### src/sctl_pkg.sv
package sctl_pkg;

   // Field widths of the request and response beats.
   localparam int SECTOR_W = 32;
   localparam int TAG_W    = 30;
   localparam int QTR_W    = 2;
   localparam int SLOT_W   = 3;

   // Status and result from the scan unit to the top level.
   typedef struct packed {
      logic              busy;
      logic              done;
      logic              hit;
      logic              evicted;
      logic [SLOT_W-1:0] slot;
   } scan_status_type;

endpackage

### src/sctl_tag_ram.sv
module sctl_tag_ram #(
   parameter int ENTRIES = 8,
   parameter int IDX_W   = 3
) (
   input  logic                       clock,
   input  logic                       rd_en,
   input  logic [IDX_W-1:0]           rd_addr,
   output logic [sctl_pkg::TAG_W-1:0] rd_data,
   input  logic                       wr_en,
   input  logic [IDX_W-1:0]           wr_addr,
   input  logic [sctl_pkg::TAG_W-1:0] wr_data
);
   import sctl_pkg::*;

   logic [TAG_W-1:0] mem [ENTRIES];
   logic [TAG_W-1:0] rd_data_ff;

   // One write port; contents are undefined until written.
   always_ff @(posedge clock) begin
      if (wr_en) begin
         mem[wr_addr] <= wr_data;
      end
   end

   // One registered read port.
   always_ff @(posedge clock) begin
      if (rd_en) begin
         rd_data_ff <= mem[rd_addr];
      end
   end

   assign rd_data = rd_data_ff;

endmodule

### src/sctl_scan_unit.sv
module sctl_scan_unit #(
   parameter int ENTRIES = 8,
   parameter int IDX_W   = 3,
   parameter int CNT_W   = 4
) (
   input  logic                          clock,
   input  logic                          reset,
   input  logic                          start,
   input  logic [sctl_pkg::TAG_W-1:0]    tag,
   input  logic                          out_free,
   output logic                          rd_en,
   output logic [IDX_W-1:0]              rd_addr,
   input  logic [sctl_pkg::TAG_W-1:0]    rd_data,
   output logic                          wr_en,
   output logic [IDX_W-1:0]              wr_addr,
   output sctl_pkg::scan_status_type     status
);
   import sctl_pkg::*;

   localparam logic [1:0] S_IDLE = 2'd0;
   localparam logic [1:0] S_SCAN = 2'd1;
   localparam logic [1:0] S_DONE = 2'd2;

   logic [1:0]         state_ff, state_in;
   logic [CNT_W-1:0]   rd_cnt_ff, rd_cnt_in;
   logic               cmp_vld_ff, cmp_vld_in;
   logic [IDX_W-1:0]   cmp_idx_ff, cmp_idx_in;
   logic               found_ff, found_in;
   logic [IDX_W-1:0]   hit_idx_ff, hit_idx_in;
   logic               free_ff, free_in;
   logic [IDX_W-1:0]   free_idx_ff, free_idx_in;
   logic [ENTRIES-1:0] valid_ff, valid_in;

   logic               match;
   logic               empty;
   logic               done;
   logic [IDX_W-1:0]   victim;
   logic [IDX_W-1:0]   chosen;
   logic [IDX_W+SLOT_W-1:0] slot_wide;

   // Shared compare unit: one stored tag against the request per cycle.
   assign match = cmp_vld_ff && valid_ff[cmp_idx_ff] && (rd_data == tag);
   assign empty = cmp_vld_ff && !valid_ff[cmp_idx_ff];

   // Lowest free slot wins a miss; a full table falls back to slot zero.
   assign victim    = free_ff ? free_idx_ff : '0;
   assign chosen    = found_ff ? hit_idx_ff : victim;
   assign slot_wide = {{SLOT_W{1'b0}}, chosen};

   assign rd_en   = (state_ff == S_SCAN) && (rd_cnt_ff < CNT_W'(ENTRIES));
   assign rd_addr = rd_cnt_ff[IDX_W-1:0];
   assign wr_addr = victim;

   // Sequencer next state and bookkeeping.
   always_comb begin
      state_in    = state_ff;
      rd_cnt_in   = rd_cnt_ff;
      cmp_vld_in  = 1'b0;
      cmp_idx_in  = cmp_idx_ff;
      found_in    = found_ff;
      hit_idx_in  = hit_idx_ff;
      free_in     = free_ff;
      free_idx_in = free_idx_ff;
      valid_in    = valid_ff;
      wr_en       = 1'b0;
      done        = 1'b0;
      unique case (state_ff)
         S_IDLE: begin
            if (start) begin
               state_in  = S_SCAN;
               rd_cnt_in = '0;
               found_in  = 1'b0;
               free_in   = 1'b0;
            end
         end
         S_SCAN: begin
            if (rd_en) begin
               rd_cnt_in  = rd_cnt_ff + 1'b1;
               cmp_vld_in = 1'b1;
               cmp_idx_in = rd_addr;
            end
            if (match && !found_ff) begin
               found_in   = 1'b1;
               hit_idx_in = cmp_idx_ff;
            end
            if (empty && !free_ff) begin
               free_in     = 1'b1;
               free_idx_in = cmp_idx_ff;
            end
            if (cmp_vld_ff && (cmp_idx_ff == IDX_W'(ENTRIES - 1))) begin
               state_in = S_DONE;
            end
         end
         S_DONE: begin
            if (out_free) begin
               done     = 1'b1;
               state_in = S_IDLE;
               if (!found_ff) begin
                  wr_en            = 1'b1;
                  valid_in[victim] = 1'b1;
               end
            end
         end
         default: begin
            state_in = S_IDLE;
         end
      endcase
   end

   assign status.busy    = (state_ff != S_IDLE);
   assign status.done    = done;
   assign status.hit     = found_ff;
   assign status.evicted = !found_ff && !free_ff;
   assign status.slot    = slot_wide[SLOT_W-1:0];

   // Control state, valid bits included, clears at reset.
   always_ff @(posedge clock) begin
      if (reset) begin
         state_ff   <= S_IDLE;
         cmp_vld_ff <= 1'b0;
         valid_ff   <= '0;
      end else begin
         state_ff   <= state_in;
         cmp_vld_ff <= cmp_vld_in;
         valid_ff   <= valid_in;
      end
   end

   // Scan bookkeeping registers.
   always_ff @(posedge clock) begin
      rd_cnt_ff   <= rd_cnt_in;
      cmp_idx_ff  <= cmp_idx_in;
      found_ff    <= found_in;
      hit_idx_ff  <= hit_idx_in;
      free_ff     <= free_in;
      free_idx_ff <= free_idx_in;
   end

endmodule

### src/sector_cache_tag_lookup_unit.sv
// Tag lookup for a fully associative cache of device sectors.
// A request beat carries a small-sector number on req_virtual_sector; four
// small sectors make one device sector. The unit splits it into a device
// sector and a quarter offset, then walks the tag table one entry per cycle
// through a single comparator fed by the registered read port of the tag memory.
// One response beat follows each request: rsp_hit, the slot that holds or
// now holds the device sector, the device sector, the quarter offset, and
// rsp_evicted when a miss on a full table overwrote slot zero.
// After acceptance the unit reads each entry of the tag memory in turn and
// makes the last compare; the done state then registers the response and,
// on a miss, writes the tag. After each walk the unit returns to idle and
// takes a new request only there, never before it is done with the last.
// Only one request is in flight; req_stall holds until its response loads.
// The response sits in an output register, so a new request is accepted
// while a finished response still waits. If rsp_stall holds the response,
// the next lookup finishes its walk and waits before updating the table.
// Synchronous reset clears all valid bits at once; no clearing pass runs.
module sector_cache_tag_lookup_unit #(
   parameter int ENTRIES = 8
) (
   input  logic                          clock,
   input  logic                          reset,
   input  logic                          req_valid,
   output logic                          req_stall,
   input  logic [sctl_pkg::SECTOR_W-1:0] req_virtual_sector,
   output logic                          rsp_valid,
   input  logic                          rsp_stall,
   output logic                          rsp_hit,
   output logic [sctl_pkg::SLOT_W-1:0]   rsp_slot,
   output logic [sctl_pkg::TAG_W-1:0]    rsp_device_sector,
   output logic [sctl_pkg::QTR_W-1:0]    rsp_quarter_offset,
   output logic                          rsp_evicted
);
   import sctl_pkg::*;

   localparam int IDX_W = (ENTRIES > 1) ? $clog2(ENTRIES) : 1;
   localparam int CNT_W = $clog2(ENTRIES + 1);

   logic               accept;
   logic               out_free;
   logic [TAG_W-1:0]   tag_ff;
   logic [QTR_W-1:0]   qtr_ff;
   logic               rd_en;
   logic [IDX_W-1:0]   rd_addr;
   logic [TAG_W-1:0]   rd_data;
   logic               wr_en;
   logic [IDX_W-1:0]   wr_addr;
   scan_status_type    status;

   logic               rsp_valid_ff;
   logic               rsp_hit_ff;
   logic [SLOT_W-1:0]  rsp_slot_ff;
   logic [TAG_W-1:0]   rsp_sector_ff;
   logic [QTR_W-1:0]   rsp_qtr_ff;
   logic               rsp_evicted_ff;

   assign req_stall = status.busy;
   assign accept    = req_valid && !status.busy;
   assign out_free  = !rsp_valid_ff || !rsp_stall;

   // Capture the request split into device sector and quarter.
   always_ff @(posedge clock) begin
      if (accept) begin
         tag_ff <= req_virtual_sector[SECTOR_W-1:QTR_W];
         qtr_ff <= req_virtual_sector[QTR_W-1:0];
      end
   end

   sctl_tag_ram #(
      .ENTRIES (ENTRIES),
      .IDX_W   (IDX_W)
   ) u_tag_ram (
      .clock   (clock),
      .rd_en   (rd_en),
      .rd_addr (rd_addr),
      .rd_data (rd_data),
      .wr_en   (wr_en),
      .wr_addr (wr_addr),
      .wr_data (tag_ff)
   );

   sctl_scan_unit #(
      .ENTRIES (ENTRIES),
      .IDX_W   (IDX_W),
      .CNT_W   (CNT_W)
   ) u_scan (
      .clock    (clock),
      .reset    (reset),
      .start    (accept),
      .tag      (tag_ff),
      .out_free (out_free),
      .rd_en    (rd_en),
      .rd_addr  (rd_addr),
      .rd_data  (rd_data),
      .wr_en    (wr_en),
      .wr_addr  (wr_addr),
      .status   (status)
   );

   // Response beat valid.
   always_ff @(posedge clock) begin
      if (reset) begin
         rsp_valid_ff <= 1'b0;
      end else if (status.done) begin
         rsp_valid_ff <= 1'b1;
      end else if (!rsp_stall) begin
         rsp_valid_ff <= 1'b0;
      end
   end

   // Response payload, loaded only when the register is free.
   always_ff @(posedge clock) begin
      if (status.done) begin
         rsp_hit_ff     <= status.hit;
         rsp_slot_ff    <= status.slot;
         rsp_sector_ff  <= tag_ff;
         rsp_qtr_ff     <= qtr_ff;
         rsp_evicted_ff <= status.evicted;
      end
   end

   assign rsp_valid          = rsp_valid_ff;
   assign rsp_hit            = rsp_hit_ff;
   assign rsp_slot           = rsp_slot_ff;
   assign rsp_device_sector  = rsp_sector_ff;
   assign rsp_quarter_offset = rsp_qtr_ff;
   assign rsp_evicted        = rsp_evicted_ff;

endmodule

### config.mk
export PLATFORM = sky130hd
export DESIGN_NAME = sector_cache_tag_lookup_unit
export DESIGN_NICKNAME = d
export VERILOG_FILES = /design/src/sctl_pkg.sv /design/src/sctl_tag_ram.sv /design/src/sctl_scan_unit.sv /design/src/sector_cache_tag_lookup_unit.sv
export SDC_FILE = /design/constraint.sdc
export NUM_CORES = 1
export LEC_CHECK = 0
export ABC_CLOCK_PERIOD_IN_PS = 11900
export BUFFER_PORTS_ARGS = -buffer_cell sky130_fd_sc_hd__buf_2
export CORE_MARGIN = 3
export CORE_UTILIZATION = 55
export CTS_CLUSTER_DIAMETER = 120
export DETAILED_ROUTE_END_ITERATION = 10
export PLACE_DENSITY = 0.75
export SLEW_MARGIN = 20
export SYNTH_ARGS = -nofsm -noshare
export SYNTH_HDL_FRONTEND = slang
export SYNTH_SLANG_ARGS = --single-unit
export TNS_END_PERCENT = 20
### constraint.sdc
create_clock -name clock -period 11.9 [get_ports clock]
set_input_delay 1.785 -clock clock [delete_from_list [all_inputs] [get_ports clock]]
set_output_delay 1.785 -clock clock [all_outputs]
set_load 0.005 [all_outputs]
==> metrics.log <==
INFO  metric crit_required = 12.08 ns
INFO  metric postSynthCellCount = 587
INFO  metric synth.avg_cell_area = 22.8 sq um
INFO  metric power_per_cell_area = 178 nW/um^2
INFO  metric power_frac_seq = 53.0%
INFO  metric area_delta_synth_final = 15.6%
INFO  metric async_flop_share = 0%
INFO  metric cp-end-kind = flip-flop
INFO  metric yosysWarnings = 0
INFO  metric first_pass_grt_wire_length = 38,500 um
INFO  metric status = completed
INFO  metric post_synth_edffs = 354
INFO  metric layout_min_cycle_time = 3.37 ns
INFO  metric dpl.hpwl = 13,600 um
INFO  metric arrival = 3.56 ns
INFO  metric ys.flop_type = sky130_fd_sc_hd__edfxtp_1
INFO  metric postSynthRegisterBits = 366
INFO  metric r2r_end = u_tag_ram.rd_data[18]
INFO  metric num_antenna_cells = 0
INFO  metric max-cap-violations = 0
INFO  metric grt_max_degree = 64
INFO  metric grt_antenna_before_repair = 0
INFO  metric cp_startpoint_kind = input pin
INFO  metric comb_power_share = 4.9%
INFO  metric power_switching = 548 uW
INFO  metric worstSkewPairLatency = 0.51 ns
INFO  metric rr_worst_depth = 4
INFO  metric antenna_left = 0
INFO  metric ctsResizeCount = 0
INFO  metric p_int = 2.22 mW
INFO  metric number_of_global_route_vias_before_repair = 6,460
INFO  metric worstHoldPathType = reg2reg
INFO  metric timing.hold.ws = 0.420 ns
INFO  metric cts_max_path_buffers = 3
INFO  metric timing.final.max_slew_violations = 0
INFO  metric buffer_ports.inserted = 74
INFO  metric critical_path.startpoint = rsp_stall
INFO  metric max-vdd-ir-drop = 0.126 mV
INFO  metric cts_sink_cnt = 366
INFO  metric chipHeight = 162 um
INFO  metric detail_route.wirelength = 24,400 um
INFO  metric place.gp.congestion = 0.814
INFO  metric slew_headroom = 36.1%
INFO  metric ioPinCount = 75
INFO  metric critical_register_to_register_path_startpoint = u_scan.rd_cnt_ff[0]
INFO  metric post_synth_instance_area = 13,400 sq um
INFO  metric clkPwrFrac = 42.1%
INFO  metric post-route-drc-count = 0
INFO  metric achievable-frequency = 297 MHz
INFO  metric core = 23,800 sq um
INFO  metric setup_violating_endpoint_count_in_the_final_report = 0
INFO  metric report.final.hold_viol_count = 0
INFO  metric groute.usage.overall = 19.5%
INFO  metric tightest_slew = 0.958 ns
INFO  metric cts_root_buffer = sky130_fd_sc_hd__clkbuf_16
INFO  metric critical_path.endpoint = u_tag_ram.mem[7][3]
INFO  metric power_switching_share = 19.8%
INFO  metric detailroute.via_count = 6,068
INFO  metric fin_nets = 730
INFO  metric path_clk_slew = 0.06 ns
INFO  metric die-area = 26,300 sq um
INFO  metric detailedRoute.firstIterationViolations = 497
INFO  metric ctsHoldBuffers = 0
INFO  metric path_class = in2reg
INFO  metric synth_nets = 624
INFO  metric cts_tree = built
INFO  metric post_cts.repair.setup_buffers = 0
INFO  metric fraction_of_the_cycle_the_final_worst_path_needs = 28.3%
INFO  metric num-fill-cells = 1,535
INFO  metric rsz_0062_raised_after_global_routing = no
INFO  metric clock_skew = 0.0125 ns
INFO  metric critPathMaxFanout = 17
INFO  metric post_route_cells_drive_above_1_share = 35.2%
INFO  metric floorplan.initialDensity = 56.5%
INFO  metric synth_seq_area_share = 81.0%
INFO  metric grt_remaining_overflow = 0
INFO  metric fp.dieW = 162 um
INFO  metric numCtsBuffers = 36
INFO  metric htree_num_levels = 2
INFO  metric via_per_inst = 5.86
INFO  metric floorplan.rows = 56
INFO  metric synth.lib_cells_used.distinct = 33
INFO  metric r2r_slack = 9.22 ns
INFO  metric final.setup.tns = 0 ns
INFO  metric final_core_util = 65.3%
INFO  metric power.static_leakage = 5.04 nW
INFO  metric avgRoutedWirePerCell = 23.6 um
INFO  metric drt-pass1-iter-count = 5
-- cell families (layout without fill, tap and decap cells) --
kind of cell / after synthesis / count (layout) / synth area share (%)
DFF: 366 / 366 / 81.0
muxes: 93 / 93 / 13.1
and+or+nand+nor: 57 / 57 / 2.25
xor gates and xnor gates: 32 / 32 / 2.09
buffers and inverters: 24 / 153 / 0.756
AOI/OAI and AO/OA: 14 / 14 / 0.700
adders and majority gates: 1 / 1 / 0.0933
-- area by class of cell --
| class | count | area, sq um | area share (%) |
|---|---|---|---|
| clock buffer | 43 | 958 | 6.18 |
| clock inverter | 18 | 259 | 1.67 |
| inverter | 3 | 11.3 | 0.0726 |
| multi-input combinational | 197 | 2510 | 16.2 |
| sequential | 366 | 10900 | 70.1 |
| tap | 319 | 399 | 2.57 |
| timing repair buffer | 89 | 503 | 3.24 |
-- cells in the final DEF (no fill, tap or decap), types with 2 or more instances in the layout --
master / n
sky130_fd_sc_hd__o21ba_2: 4
sky130_fd_sc_hd__clkbuf_16: 37
sky130_fd_sc_hd__clkinvlp_4: 4
sky130_fd_sc_hd__nor3_2: 3
sky130_fd_sc_hd__inv_1: 3
sky130_fd_sc_hd__a21oi_4: 2
sky130_fd_sc_hd__edfxtp_1: 354
sky130_fd_sc_hd__nand2_1: 10
sky130_fd_sc_hd__nor2_2: 3
sky130_fd_sc_hd__bufinv_16: 6
sky130_fd_sc_hd__o21ai_0: 5
sky130_fd_sc_hd__mux4_2: 60
sky130_fd_sc_hd__nand3b_1: 2
sky130_fd_sc_hd__clkinv_2: 5
sky130_fd_sc_hd__mux2_2: 31
sky130_fd_sc_hd__buf_2: 74
sky130_fd_sc_hd__nor2_1: 16
sky130_fd_sc_hd__buf_4: 14
sky130_fd_sc_hd__xor2_1: 18
sky130_fd_sc_hd__nand4_1: 6
sky130_fd_sc_hd__a21oi_1: 2
sky130_fd_sc_hd__mux4_1: 2
sky130_fd_sc_hd__clkbuf_1: 5
sky130_fd_sc_hd__nand3_1: 2
sky130_fd_sc_hd__xnor2_1: 14
sky130_fd_sc_hd__nor4_1: 5
sky130_fd_sc_hd__dfxtp_1: 12
-- synthesized netlist by cell type (2+ instances only) --
library cell,n,area share (%)
sky130_fd_sc_hd__nor3_1,4,0.15
sky130_fd_sc_hd__nand2_1,10,0.28
sky130_fd_sc_hd__nand4_1,6,0.28
sky130_fd_sc_hd__dfxtp_1,12,1.8
sky130_fd_sc_hd__nor4_1,5,0.23
sky130_fd_sc_hd__mux4_2,60,10
sky130_fd_sc_hd__nand3b_1,2,0.11
sky130_fd_sc_hd__mux2_2,31,2.6
sky130_fd_sc_hd__edfxtp_1,354,79
sky130_fd_sc_hd__xnor2_1,14,0.91
sky130_fd_sc_hd__nand3_1,2,0.075
sky130_fd_sc_hd__o21ba_2,4,0.30
sky130_fd_sc_hd__inv_1,3,0.084
sky130_fd_sc_hd__xor2_1,18,1.2
sky130_fd_sc_hd__nor2_1,19,0.53
sky130_fd_sc_hd__mux4_1,2,0.39
sky130_fd_sc_hd__a21oi_1,4,0.15
sky130_fd_sc_hd__o21ai_0,5,0.19
sky130_fd_sc_hd__buf_2,8,0.30
sky130_fd_sc_hd__clkbuf_1,11,0.31
-- critical path: stages --
cell	delay, ns
sky130_fd_sc_hd__buf_2	0.13
sky130_fd_sc_hd__a21oi_4	0.15
sky130_fd_sc_hd__nand3b_1	0.23
sky130_fd_sc_hd__nor2_2	0.82
sky130_fd_sc_hd__buf_4	0.43
-- sequential cells by signal, summed over array words and instances, names as in the netlist, 2 cells and up --
| register | flops |
|---|---|
| u_scan.hit_idx_ff | 3 |
| qtr_ff | 2 |
| rsp_quarter_offset | 2 |
| rsp_device_sector | 30 |
| rsp_slot | 3 |
| u_scan.valid_ff | 8 |
| u_tag_ram.rd_data | 30 |
| u_tag_ram.mem | 240 |
| tag_ff | 30 |
| u_scan.cmp_idx_ff | 3 |
| u_scan.rd_cnt_ff | 4 |
| u_scan.state_ff | 2 |
| u_scan.free_idx_ff | 3 |
-- worst min-delay path by stage --
stage | startpoint | end | cells after the start
after detailed placement | qtr_ff[1] | rsp_quarter_offset[1] | 0
after global placement | qtr_ff[1] | rsp_quarter_offset[1] | 0
after global routing | qtr_ff[0] | rsp_quarter_offset[0] | 0
after floorplan | qtr_ff[0] | rsp_quarter_offset[0] | 0
final | qtr_ff[0] | rsp_quarter_offset[0] | 0
after CTS | qtr_ff[1] | rsp_quarter_offset[1] | 0
-- power groups by stage --
stage,clock (mW),sequential [mW],combinational (mW)
final,1.16,1.47,0.136
after floorplan,0,1.48,0.104
after CTS,1.19,1.47,0.139
after global routing,1.24,1.47,0.148
after global placement,0,1.49,0.134
after detailed placement,0,1.49,0.137
-- routing by layer --
metal	up-vias	track usage (%)	part of all wire, %
li1	2618	-	-
met1	3197	26.9	41
met2	201	31.9	50
met3	52	4.18	6.4
met4	0	5.82	2.4
met5	-	0	0
-- per-stage QoR --
step	worst slack, ns	std cells	cell area (sq um)	power, mW
final	8.53	1035	15500	2.77
after global routing	8.46	1035	15500	2.86
after CTS	8.28	1035	15500	2.79
after detailed placement	7.74	974	14300	1.63
after global placement	7.85	973	14300	1.63
after floorplan	4.03	587	13400	1.59
(Power assumes the default switching activity.)
